`config.mk`:
```
export PLATFORM = sky130hd
export DESIGN_NAME = pbpd_ctrl
export DESIGN_NICKNAME = d
export VERILOG_FILES = /design/src/sv/pbpd_pkg.sv /design/src/sv/pbpd_ctrl.sv
export SDC_FILE = /design/constraint.sdc
export NUM_CORES = 1
export LEC_CHECK = 0
export ABC_AREA = 1
export ABC_CLOCK_PERIOD_IN_PS = 1200
export CAP_MARGIN = 20
export CORE_MARGIN = 5
export CORE_UTILIZATION = 45
export DETAILED_ROUTE_END_ITERATION = 10
export DONT_BUFFER_PORTS = 1
export GPL_ROUTABILITY_DRIVEN = 0
export SYNTH_ARGS = -nofsm -noshare
export SYNTH_HDL_FRONTEND = slang
export SYNTH_SLANG_ARGS = --single-unit
```
`constraint.sdc`:
```
create_clock -name clk -period 1.2 [get_ports clk]
set_input_delay 0.3 -clock clk [delete_from_list [all_inputs] [get_ports clk]]
set_output_delay 0.3 -clock clk [all_outputs]
set_load 0.02 [all_outputs]
```
`src/sv/pbpd_pkg.sv`:
```
// shared types and constants for the burst phase detector
package pbpd_pkg;

	localparam int ACC_W     = 48;
	localparam int PROD_W    = 35;
	localparam int AVG_W     = 22;
	localparam int VEC_W     = 23;
	localparam int SQ_W      = 46;
	localparam int MAG2_W    = 42;
	localparam int MAG_W     = 26;
	localparam int NRM_W     = 17;
	localparam int ROT_W     = 33;
	localparam int OUT_W     = 18;
	localparam int CFG_W     = 16;

	localparam int DIV_DVD_W = 48;
	localparam int DIV_DVS_W = 26;
	localparam int DIV_CNT_W = 6;

	localparam int SQRT_X_W   = 50;
	localparam int SQRT_R_W   = 25;
	localparam int SQRT_REM_W = 28;
	localparam int SQRT_CNT_W = 5;

	// configuration register indexes
	localparam logic [1:0] REG_ROT_COS   = 2'd0;
	localparam logic [1:0] REG_ROT_SIN   = 2'd1;
	localparam logic [1:0] REG_MIN_LEVEL = 2'd2;

	// divider operand selects
	localparam logic [2:0] SEL_PS = 3'd0;
	localparam logic [2:0] SEL_QS = 3'd1;
	localparam logic [2:0] SEL_PA = 3'd2;
	localparam logic [2:0] SEL_QA = 3'd3;
	localparam logic [2:0] SEL_NU = 3'd4;
	localparam logic [2:0] SEL_NV = 3'd5;

	typedef struct packed {
		logic       take;
		logic       div_start;
		logic       div_store;
		logic [2:0] div_sel;
		logic       clr;
		logic       vec_ld;
		logic       sq_ld;
		logic       cmp_ld;
		logic       sqrt_start;
		logic       mag_ld;
		logic       rot_ld;
		logic       out_ld;
	} pbpd_cmd_t;

	typedef struct packed {
		logic div_busy;
		logic div_done;
		logic sqrt_busy;
		logic sqrt_done;
		logic out_full;
	} pbpd_sts_t;

endpackage

```
`src/sv/pbpd_ctrl.sv`:
```
// controller: sequences accumulation and end-of-burst processing
module pbpd_ctrl (
	input  logic                 clk,
	input  logic                 arst_n,
	input  logic                 in_valid,
	input  logic                 last_sample,
	output logic                 in_ready,
	input  pbpd_pkg::pbpd_sts_t  sts,
	output pbpd_pkg::pbpd_cmd_t  cmd
);

	localparam logic [3:0] S_ACC   = 4'd0;
	localparam logic [3:0] S_FLUSH = 4'd1;
	localparam logic [3:0] S_DGO   = 4'd2;
	localparam logic [3:0] S_DWT   = 4'd3;
	localparam logic [3:0] S_VEC   = 4'd4;
	localparam logic [3:0] S_SQR   = 4'd5;
	localparam logic [3:0] S_CMP   = 4'd6;
	localparam logic [3:0] S_RGO   = 4'd7;
	localparam logic [3:0] S_RWT   = 4'd8;
	localparam logic [3:0] S_NGO   = 4'd9;
	localparam logic [3:0] S_NWT   = 4'd10;
	localparam logic [3:0] S_ROT   = 4'd11;
	localparam logic [3:0] S_OUT   = 4'd12;

	logic [3:0] state_q, state_d;
	logic [2:0] sel_q, sel_d;

	always_comb begin
		state_d = state_q;
		sel_d   = sel_q;
		cmd     = '0;
		cmd.div_sel = sel_q;
		in_ready = 1'b0;
		case (state_q)
			S_ACC: begin
				in_ready = 1'b1;
				cmd.take = in_valid;
				if (in_valid && last_sample) begin
					state_d = S_FLUSH;
				end
			end
			S_FLUSH: begin
				sel_d   = pbpd_pkg::SEL_PS;
				state_d = S_DGO;
			end
			S_DGO: begin
				cmd.div_start = 1'b1;
				state_d = S_DWT;
			end
			S_DWT: begin
				if (sts.div_done) begin
					cmd.div_store = 1'b1;
					if (sel_q == pbpd_pkg::SEL_QA) begin
						state_d = S_VEC;
					end else begin
						sel_d   = sel_q + 3'd1;
						state_d = S_DGO;
					end
				end
			end
			S_VEC: begin
				cmd.vec_ld = 1'b1;
				cmd.clr    = 1'b1;
				state_d    = S_SQR;
			end
			S_SQR: begin
				cmd.sq_ld = 1'b1;
				state_d   = S_CMP;
			end
			S_CMP: begin
				cmd.cmp_ld = 1'b1;
				state_d    = S_RGO;
			end
			S_RGO: begin
				cmd.sqrt_start = 1'b1;
				state_d = S_RWT;
			end
			S_RWT: begin
				if (sts.sqrt_done) begin
					cmd.mag_ld = 1'b1;
					sel_d   = pbpd_pkg::SEL_NU;
					state_d = S_NGO;
				end
			end
			S_NGO: begin
				cmd.div_start = 1'b1;
				state_d = S_NWT;
			end
			S_NWT: begin
				if (sts.div_done) begin
					cmd.div_store = 1'b1;
					if (sel_q == pbpd_pkg::SEL_NV) begin
						state_d = S_ROT;
					end else begin
						sel_d   = pbpd_pkg::SEL_NV;
						state_d = S_NGO;
					end
				end
			end
			S_ROT: begin
				cmd.rot_ld = 1'b1;
				state_d    = S_OUT;
			end
			S_OUT: begin
				if (!sts.out_full) begin
					cmd.out_ld = 1'b1;
					state_d    = S_ACC;
				end
			end
			default: begin
				state_d = S_ACC;
			end
		endcase
	end

	always_ff @(posedge clk or negedge arst_n) begin
		if (!arst_n) begin
			state_q <= S_ACC;
			sel_q   <= pbpd_pkg::SEL_PS;
		end else begin
			state_q <= state_d;
			sel_q   <= sel_d;
		end
	end

endmodule

```
==> qor_table.md, run 1 <==
| Group | Result | Reported |
|---|---|---|
| run status | Outcome | finished, violations left |
| run status | Violated checks | negative setup slack |
| synth | Register area share after synthesis | 26.8% |
| timing | RSZ-0062 raised after global routing | yes |
| detailed routing | Drt first-iter violations | 95 |
| synth | Post-synthesis cell count | 105 |
| worst setup path | Kind of start point of the critical path | flip-flop |
| global route | Antenna violations before repair | 0 |
| clock network | TritonCTS clock tree | yes |
| worst setup path | Kind of cell adding the most delay to the critical path | flip-flops |
| place | Placed cell areas | 942 um^2 |
| timing | Final setup viols | 20 |
| timing | Worst slew pin tran | 322 ps |
| power and ir drop | Power per unit of standard cell area | 2920 nW/um^2 |
| timing | Slew headroom | 78.4% |
| worst setup path | Worst r2r dst | state_q[1] |
| worst setup path | Max stage delay on crit path | 460 ps |
| die | Count of standard-cell rows | 13 |
| final layout | Layout area overhead | 100% |
| worst setup path | Data arrival, critical path | 1370 ps |
| die | Area of the die | 2320 um^2 |
| worst setup path | Worst-path fanout max | 5 |
| global route | Total routing resource utilization after global routing | 25.4% |
| global route | Number of global-route vias before repair | 911 |
| synth | Mapped Nets | 117 |
| clock network | TritonCTS sink count | 7 |
| global route | First-pass GRT wire length | 4020 um |
| timing | Setup skew after layout | 6.00 ps |
| clock network | Later-pin clock latency in the skew report | 270 ps |
| worst setup path | Launching point of the worst reg2reg path | state_q[1] |
| timing | Min Tclk post-route | 1670 ps |
| detailed routing | Vias per cell | 6.59 |
| worst setup path | Count of cells along the worst register-to-register path | 10 |
| synth | Register bit count reported by yosys | 7 |
| worst setup path | Cell mode on critical path | sky130_fd_sc_hd__buf_4 |
| die | Boundary Pins | 24 |
| detailed routing | Vias post-DR | 1061 |
| final layout | Final standard cell area without fillers | 1310 um^2 |
| worst setup path | Slack of the worst reg-to-reg path | -420 ps |
| die | Chip Height | 48.1 um |
| place | DPL Wire Length | 1480 um |
| timing | Final Cycle Share | 139% |
| final layout | Highest-count cells in the layout ignoring fill and taps | 22 x sky130_fd_sc_hd__buf_4, 16 x sky130_fd_sc_hd__nand2_1, 15 x sky130_fd_sc_hd__buf_6, 13 x sky130_fd_sc_hd__nand2_2, 10 x sky130_fd_sc_hd__nor2_4 |
| die | Width of the chip | 48.1 um |
| timing | Total count of hold-check failures in the final report | 0 |
| final layout | Core occupancy in the finished layout | 98.1% |
| global route | Total congestion overflow after global routing | 0 |
| worst setup path | Nature of the critical path endpoint | primary output |
| detailed routing | WL final | 3850 um |
| timing | PnR worst setup slack | -468 ps |
| worst setup path | Crit path kind | flip-flop to primary output |
| synth | Syn Std Cell Area | 654 um^2 |
| min path | Hold Path Class | input port to asynchronous set/reset pin |
| worst setup path | CP bufs+invs | 2 |
| worst setup path | Slowest-stage cell, CP | sky130_fd_sc_hd__dfrtp_2 |
| final layout | Fraction of layout cells with a size suffix above 1 | 66.4% |
| worst setup path | Critical path cell sequence | buf_4 -> nand2_4 -> nor3_2 -> buf_4 |
| timing | Max Transition Viols Final | 0 |
| detailed routing | Count of nets left with antenna violations after detail routing | 0 |
| clock network | H-tree levels | 1 |
| place | Port Buf Inserts | 0 |
| clock network | Clock tree buffer depth | 2 |
| clock network | Clock-pin slew on the worst setup and hold paths | 60 ps |
| job | Maximum capacitance violations | 0 |
| detailed routing | 1st-pass router iterations | 4 |
| final layout | Final antenna diode count | 0 |
| global route | Pin count of the biggest net entering global routing | 8 |
| clock network | CTS root buf | sky130_fd_sc_hd__clkbuf_4 |
| synth | Mean cell area of the mapped netlist | 6.23 um^2 |
| power and ir drop | Leakage | 0.000608 uW |
| clock network | Total clock buffers created by CTS | 3 |
| final layout | Most common cell after layout, fill and taps aside | sky130_fd_sc_hd__buf_4 |
| die | Total core area | 1330 um^2 |
| synth | Warnings from Yosys | 0 |
| timing | Achievable frequency | 600 MHz |
| final layout | Layout net count | 159 |
| power and ir drop | Worst voltage drop across the vdd grid | 2520 uV |
| die | Initial Utilization | 49.1% |
| detailed routing | DRC violation count after routing | 0 |
| worst setup path | CP Data Required Time | 900 ps |
| detailed routing | Final routed wire length divided by cell count | 23.9 um |
| synth | Unique cell type count in the Yosys netlist | 19 |
where the power goes:
group	switching, uW	internal, uW	total (uW)	leakage (uW)
clock	105	128	233	0.0000150
sequential	202	343	545	0.0000845
combinational	1850	1200	3050	0.000508
Yosys cell counts:
library cell               instances  area share [%]
sky130_fd_sc_hd__a21oi_1           1            0.76
sky130_fd_sc_hd__buf_4             1             1.1
sky130_fd_sc_hd__dfrtp_1           7              27
sky130_fd_sc_hd__ha_1              3             5.7
sky130_fd_sc_hd__inv_1            11             6.3
sky130_fd_sc_hd__inv_2             3             1.7
sky130_fd_sc_hd__nand2_1          34              20
sky130_fd_sc_hd__nand2_2           1            0.96
sky130_fd_sc_hd__nand2_4           1             1.7
sky130_fd_sc_hd__nand3_1          11             8.4
sky130_fd_sc_hd__nand3b_1          1             1.1
sky130_fd_sc_hd__nand4_1           2             1.9
sky130_fd_sc_hd__nor2_1           12             6.9
sky130_fd_sc_hd__nor2_2            3             2.9
sky130_fd_sc_hd__nor2_4            3             5.2
sky130_fd_sc_hd__nor3_1            3             2.3
sky130_fd_sc_hd__nor4_1            1            0.96
sky130_fd_sc_hd__o211ai_1          1             1.1
sky130_fd_sc_hd__o21ai_0           6             4.6
how the worst max path moves through the flow:
stage	depth (start not counted)	slack [ps]	startpoint	end
2_1_floorplan	8	-90	sel_q[0]	sel_q[2]
3_3_place_gp	3	-180	state_q[0]	in_ready
3_5_place_dp	3	-190	state_q[0]	in_ready
4_1_cts	3	-360	state_q[1]	cmd[13]
5_1_grt	4	-580	state_q[2]	cmd[5]
6_report	4	-470	state_q[2]	cmd[5]
registers in the layout, indices dropped and copies added (netlist names):
signal   count
sel_q        3
state_q      4
per-stage QoR:
step | hold WS, ps | setup WS (ps) | total power [uW] | setup TNS, ps | cells
3_3_place_gp | 4.57 | -177 | 2180 | -2330 | 141
3_5_place_dp | 4.57 | -192 | 2200 | -2530 | 141
5_1_grt | 371 | -583 | 4000 | -8100 | 161
2_1_floorplan | 4.41 | -88.8 | 1650 | -785 | 105
6_report | 360 | -468 | 3820 | -7210 | 161
4_1_cts | 357 | -362 | 3100 | -4980 | 159
repair_timing:
item | 4_1_cts | 5_1_grt
pin swaps | 16 | 6
hold buffers | 1 | 0
hold endpoints to repair | 7 | 0
gates resized for setup | 40 | 26
buffers inserted | 13 | 3
setup endpoints to repair | 20 | 21
logic make-up (layout without fill, tap and decap cells):
kind of cell    after synthesis  count (layout)  synth area share (%)
compound gates                8               8                  6.50
buf+inv                      15              56                  9.18
simple gates                 72              72                  51.8
fa+ha+maj                     3               3                  5.74
flops                         7               7                  26.8
layout make-up:
cell class / instances / area (um^2)
timing repair buffer: 38 / 344
tap: 15 / 18.8
clock buffer: 4 / 26.3
inverter: 14 / 67.6
fill: 15 / 25.0
multi-input combinational: 83 / 669
sequential: 7 / 183
routing by layer:
metal  track usage (%)  vias up  wire (um)
met3              7.75       40        446
met1              27.4      495       1300
li1                  -      420          -
met5                 0        -          0
met2              44.6      106       1760
met4              12.9        0        350
(Power assumes the default switching activity.)
==> run 2, diff against run 1 <==
Settings changed: PLACE_DENSITY_LB_ADDON set to 0.08.
==> run 2 against run 1 <==
Critical endpoint is now cmd[13]. The run still ends with negative setup slack left. First-iteration DRC count is 35% lower. Combinational power is 16% lower. Highest routed layer unchanged. Largest power group unchanged. Utilization is 7.6 points lower.
==> qor_table.md, run 2 (synthesis gave the netlist of run 1 again) <==
| Group | Result | Reported |
|---|---|---|
| run status | Outcome | finished, violations left |
| run status | Violated checks | negative setup slack |
| timing | Total count of hold-check failures in the final report | 0 |
| place | Placed instance count | 142 |
| detailed routing | Vias per cell | 6.20 |
| final layout | Most common cell after layout, fill and taps aside | sky130_fd_sc_hd__buf_4 |
| worst setup path | Crit path kind | flip-flop to primary output |
| die | Width of the chip | 48.1 um |
| detailed routing | Vias post-DR | 973 |
| die | Boundary Pins | 24 |
| power and ir drop | Power per unit of standard cell area | 2770 nW/um^2 |
| detailed routing | Drt first-iter violations | 62 |
| die | Count of standard-cell rows | 13 |
| timing | Worst hold-check slack | 290 ps |
| detailed routing | WL final | 2910 um |
| place | DPL Wire Length | 1650 um |
| power and ir drop | Worst voltage drop across the vdd grid | 1990 uV |
| global route | First-pass GRT wire length | 3510 um |
| final layout | Layout net count | 155 |
| detailed routing | Count of nets left with antenna violations after detail routing | 0 |
| detailed routing | DRC violation count after routing | 0 |
| min path | WHS Path Cells | 2 |
| worst setup path | Data arrival, critical path | 1320 ps |
| final layout | Non-Filler Instances | 157 |
| final layout | Filler cell count | 62 |
| min path | Hold Path Class | input port to flip-flop |
| timing | PnR worst setup slack | -416 ps |
| die | Initial Utilization | 49.1% |
| global route | Antenna violations before repair | 0 |
| timing | Setup_tns | -6630 ps |
| worst setup path | Worst r2r dst | state_q[2] |
| worst setup path | Slack of the worst reg-to-reg path | -380 ps |
| worst setup path | Count of cells along the worst register-to-register path | 9 |
| timing | Achievable frequency | 619 MHz |
| timing | Setup skew after layout | 4.77 ps |
| timing | Min Tclk post-route | 1620 ps |
| die | Chip Height | 48.1 um |
| clock network | Clock-pin slew on the worst setup and hold paths | 50 ps |
| min path | Launch point of the worst hold path | sts[0] |
| global route | Total routing resource utilization after global routing | 22.6% |
| die | Total core area | 1330 um^2 |
| final layout | Final antenna diode count | 0 |
| clock network | Later-pin clock latency in the skew report | 280 ps |
| timing | Worst slew pin tran | 337 ps |
| power and ir drop | Leakage | 0.000597 uW |
| worst setup path | Kind of start point of the critical path | flip-flop |
| detailed routing | Final routed wire length divided by cell count | 18.5 um |
| timing | Final Cycle Share | 135% |
| clock network | TritonCTS clock tree | yes |
| clock network | TritonCTS sink count | 7 |
| final layout | Leading registers by flop count | state_q: 4 flops, sel_q: 3 flops |
| global route | Pin count of the biggest net entering global routing | 8 |
| final layout | Number of flip-flops under the largest register name | 4 |
| worst setup path | Nature of the critical path endpoint | primary output |
| timing | Final setup viols | 20 |
| worst setup path | Worst-path fanout max | 6 |
| job | Maximum capacitance violations | 0 |
| worst setup path | CP Data Required Time | 900 ps |
| global route | Number of global-route vias before repair | 819 |
| final layout | Register containing the most flip-flops in the final layout | state_q |
| worst setup path | Launching point of the worst reg2reg path | state_q[3] |
| die | Area of the die | 2320 um^2 |
| timing | Max Transition Viols Final | 0 |
| place | Port Buf Inserts | 0 |
| min path | Worst min-delay path endpoint | state_q[2] |
| final layout | Highest-count cells in the layout ignoring fill and taps | 26 x sky130_fd_sc_hd__buf_4, 24 x sky130_fd_sc_hd__nand2_1, 8 x sky130_fd_sc_hd__nor2_4 |
| final layout | Fraction of layout cells with a size suffix above 1 | 58.5% |
| timing | RSZ-0062 raised after global routing | yes |
| clock network | CTS root buf | sky130_fd_sc_hd__clkbuf_4 |
| clock network | Total clock buffers created by CTS | 3 |
| global route | Total congestion overflow after global routing | 0 |
| final layout | Layout area overhead | 84.5% |
| detailed routing | 1st-pass router iterations | 4 |
| clock network | Clock tree buffer depth | 2 |
| timing | Slew headroom | 77.5% |
| clock network | H-tree levels | 1 |
| final layout | Core occupancy in the finished layout | 90.5% |
-- run 2: cell types whose count changed in the layout (fill, tap and decap cells not counted), sizes merged --
| cell | previous run | this run |
|---|---|---|
| buf | 37 | 33 |
-- run 2: worst max path at each step --
stage	slack, ps	from	cells after the start	to
global route	-470	state_q[1]	4	cmd[12]
CTS	-400	state_q[3]	4	cmd[2]
global placement	-160	state_q[1]	3	in_ready
finish	-420	state_q[3]	3	cmd[13]
floorplan	-90	sel_q[0]	8	sel_q[2]
detailed placement	-200	state_q[2]	3	cmd[11]
-- run 2: critical path: stages (launching register included) --
cell and delay (ps):
sky130_fd_sc_hd__dfrtp_2 450, sky130_fd_sc_hd__nor2_4 260, sky130_fd_sc_hd__nand2_2 160, sky130_fd_sc_hd__nor2_4 170
-- run 2: area by class of cell --
type                    instances  area [um^2]  share of cell area, %
repair buffers                 34          284                   23.5
well taps                      15         18.8                   1.55
multi-input cells              83          631                   52.2
flip-flops and latches          7          183                   15.1
inverters                      14         65.1                   5.39
clock buffers                   4         26.3                   2.18
-- run 2: metrics by stage --
stage | worst slack [ps] | total power, uW | instance area (um^2)
2_1_floorplan | -88.8 | 1650 | 769
3_3_place_gp | -158 | 2190 | 950
3_5_place_dp | -197 | 2250 | 950
4_1_cts | -400 | 2750 | 1060
5_1_grt | -472 | 3550 | 1210
6_report | -416 | 3340 | 1210
-- run 2: power breakdown --
part / switching, uW / internal [uW]
registers: 187 / 342
clock network: 114 / 129
logic: 1570 / 1000
total: 1870 / 1470
-- run 2: repair_timing --
action	in CTS	in global routing
gates resized for setup	17	24
setup buffers	4	6
hold buffers	1	0
pin swaps	9	11
endpoints found under the hold margin	7	0
cloned	0	0
endpoints found under the setup margin	19	19
-- run 2: routing by layer --
metal / up-vias / GRT usage (%) / wire, um
li1: 413 / - / -
met1: 448 / 27.0 / 1000
met2: 87 / 39.8 / 1420
met3: 25 / 3.32 / 323
met4: 0 / 9.68 / 161
met5: - / 0 / 0
==> run 3, diff against run 2 <==
Settings changed: PLACE_DENSITY_LB_ADDON 0.08 to 0.25.
==> run 3 against run 2 <==
The flow still finishes with violations (negative setup slack). Maximum frequency shrank 1.0%. Worst hold slack better by 57 ps. Cell count rose by 1.9%. Sequential share of layout area grew 0.063 points. Critical path type unchanged. Largest power group unchanged. Clock-buffer cell count unchanged. Global-route usage rose by 4.8 points. Setup slack got worse by 17 ps.
==> qor_table.md, run 3 (synthesis gave the netlist of run 1 again) <==
| Group | Result | Reported |
|---|---|---|
| run status | Outcome | finished, violations left |
| run status | Violated checks | negative setup slack |
| final layout | Fraction of layout cells with a size suffix above 1 | 60.7% |
| final layout | Leading registers by flop count | state_q: 4 flops, sel_q: 3 flops |
| timing | Min Tclk post-route | 1630 ps |
| die | Boundary Pins | 24 |
| worst setup path | Launching point of the worst reg2reg path | state_q[0] |
| clock network | H-tree levels | 1 |
| place | DPL Wire Length | 1540 um |
| global route | First-pass GRT wire length | 4320 um |
| worst setup path | CP Data Required Time | 900 ps |
| die | Initial Utilization | 49.1% |
| clock network | TritonCTS sink count | 7 |
| place | Port Buf Inserts | 0 |
| die | Total core area | 1330 um^2 |
| worst setup path | Nature of the critical path endpoint | primary output |
| timing | Worst slew pin tran | 312 ps |
| place | Place WS | -184 ps |
| final layout | Layout area overhead | 83.7% |
| final layout | Core occupancy in the finished layout | 90.2% |
| global route | Total routing resource utilization after global routing | 27.4% |
| detailed routing | Count of nets left with antenna violations after detail routing | 0 |
| place | Placed cell areas | 935 um^2 |
| final layout | Number of flip-flops under the largest register name | 4 |
| detailed routing | Final routed wire length divided by cell count | 20.2 um |
| final layout | Most common cell after layout, fill and taps aside | sky130_fd_sc_hd__buf_4 |
| final layout | Register containing the most flip-flops in the final layout | state_q |
| timing | Achievable frequency | 612 MHz |
| global route | Pin count of the biggest net entering global routing | 8 |
| worst setup path | Slack of the worst reg-to-reg path | -340 ps |
| global route | Number of global-route vias before repair | 960 |
| job | Maximum capacitance violations | 0 |
| clock network | Later-pin clock latency in the skew report | 270 ps |
| clock network | TritonCTS clock tree | yes |
| worst setup path | Count of cells along the worst register-to-register path | 8 |
| worst setup path | Max stage delay on crit path | 440 ps |
| detailed routing | Vias post-DR | 989 |
| timing | Setup_tns | -6610 ps |
| clock network | Clock tree buffer depth | 2 |
| clock network | Clock-pin slew on the worst setup and hold paths | 60 ps |
| worst setup path | Slowest-stage cell, CP | sky130_fd_sc_hd__dfrtp_2 |
| detailed routing | WL final | 3230 um |
| timing | Final Cycle Share | 136% |
| power and ir drop | Worst voltage drop across the vdd grid | 1950 uV |
| detailed routing | 1st-pass router iterations | 5 |
| final layout | Final standard cell area without fillers | 1200 um^2 |
| final layout | Layout net count | 158 |
| detailed routing | Vias per cell | 6.18 |
| timing | Max Transition Viols Final | 0 |
| timing | Total count of hold-check failures in the final report | 0 |
| worst setup path | Kind of start point of the critical path | flip-flop |
| timing | Slew headroom | 79.1% |
| timing | Setup skew after layout | 11.8 ps |
| detailed routing | DRC violation count after routing | 0 |
| clock network | CTS root buf | sky130_fd_sc_hd__clkbuf_4 |
| power and ir drop | Leakage | 0.000584 uW |
| worst setup path | Worst-path fanout max | 5 |
| worst setup path | Worst r2r dst | state_q[1] |
| global route | Antenna violations before repair | 0 |
| min path | Hold Path Class | input port to asynchronous set/reset pin |
| clock network | Total clock buffers created by CTS | 3 |
| final layout | Highest-count cells in the layout ignoring fill and taps | 29 x sky130_fd_sc_hd__buf_4, 24 x sky130_fd_sc_hd__nand2_1, 9 x sky130_fd_sc_hd__nand2_2, 8 x sky130_fd_sc_hd__nor2_4 |
| worst setup path | Crit path kind | flip-flop to primary output |
| die | Count of standard-cell rows | 13 |
| worst setup path | Critical path cell sequence | buf_4 -> nand2_4 -> nor3_2 -> buf_4 |
| die | Chip Height | 48.1 um |
| worst setup path | Cell mode on critical path | sky130_fd_sc_hd__buf_4 |
| global route | Total congestion overflow after global routing | 0 |
| timing | RSZ-0062 raised after global routing | yes |
| die | Area of the die | 2320 um^2 |
| final layout | Final antenna diode count | 0 |
| timing | Worst hold-check slack | 348 ps |
| die | Width of the chip | 48.1 um |
| worst setup path | Data arrival, critical path | 1330 ps |
| power and ir drop | Power per unit of standard cell area | 2860 nW/um^2 |
| timing | PnR worst setup slack | -433 ps |
| detailed routing | Drt first-iter violations | 50 |
| timing | Final setup viols | 20 |
run 3: cell types whose count changed in the layout (fill, tap and decap cells not counted), sizes merged:
cell  change
buf       +3
run 3: worst max path at each step:
stage                     from  endpoint  slack, ps  depth (start not counted)
floorplan             sel_q[0]  sel_q[2]        -90                          8
global placement    state_q[0]   cmd[11]       -160                          3
detailed placement  state_q[2]  sel_q[1]       -180                          8
CTS                 state_q[2]   cmd[11]       -360                          3
global route        state_q[1]   cmd[11]       -470                          4
finish              state_q[2]    cmd[4]       -430                          4
run 3: layout make-up:
| type | count | area (um^2) |
|---|---|---|
| fill | 62 | 131 |
| timing repair buffer | 37 | 307 |
| multi-input combinational | 83 | 606 |
| sequential | 7 | 183 |
| inverter | 14 | 62.6 |
| tap | 15 | 18.8 |
| clock buffer | 4 | 26.3 |
run 3: metal layers:
metal	part of all wire, %	vias to the layer above	track usage [%]
met5	0	-	0
met1	36	446	27.9
met4	5.7	0	15.6
met3	11	27	7.75
met2	47	93	49.6
li1	-	423	-
run 3: where the power goes:
group	switching [uW]	internal, uW
combinational	1630	1060
sequential	170	343
clock	108	128
run 3: what timing repair did:
| action | CTS | global route |
|---|---|---|
| hold endpoints to repair | 7 | 0 |
| endpoints found under the setup margin | 20 | 20 |
| pin swaps | 10 | 12 |
| hold buffers | 1 | 0 |
| buffers inserted | 10 | 7 |
| gates resized for setup | 26 | 15 |
run 3: per-stage QoR:
| stage | power, uW | std cells |
|---|---|---|
| 3_5_place_dp | 2220 | 140 |
| 5_1_grt | 3640 | 160 |
| 2_1_floorplan | 1650 | 105 |
| 6_report | 3440 | 160 |
| 4_1_cts | 2940 | 155 |
| 3_3_place_gp | 2170 | 140 |
run 3: critical path, delay by kind of cell, from the launching register on:
kind	cells	cell delay (ps)
flops	1	440
buf+inv	2	350
simple gates	2	280
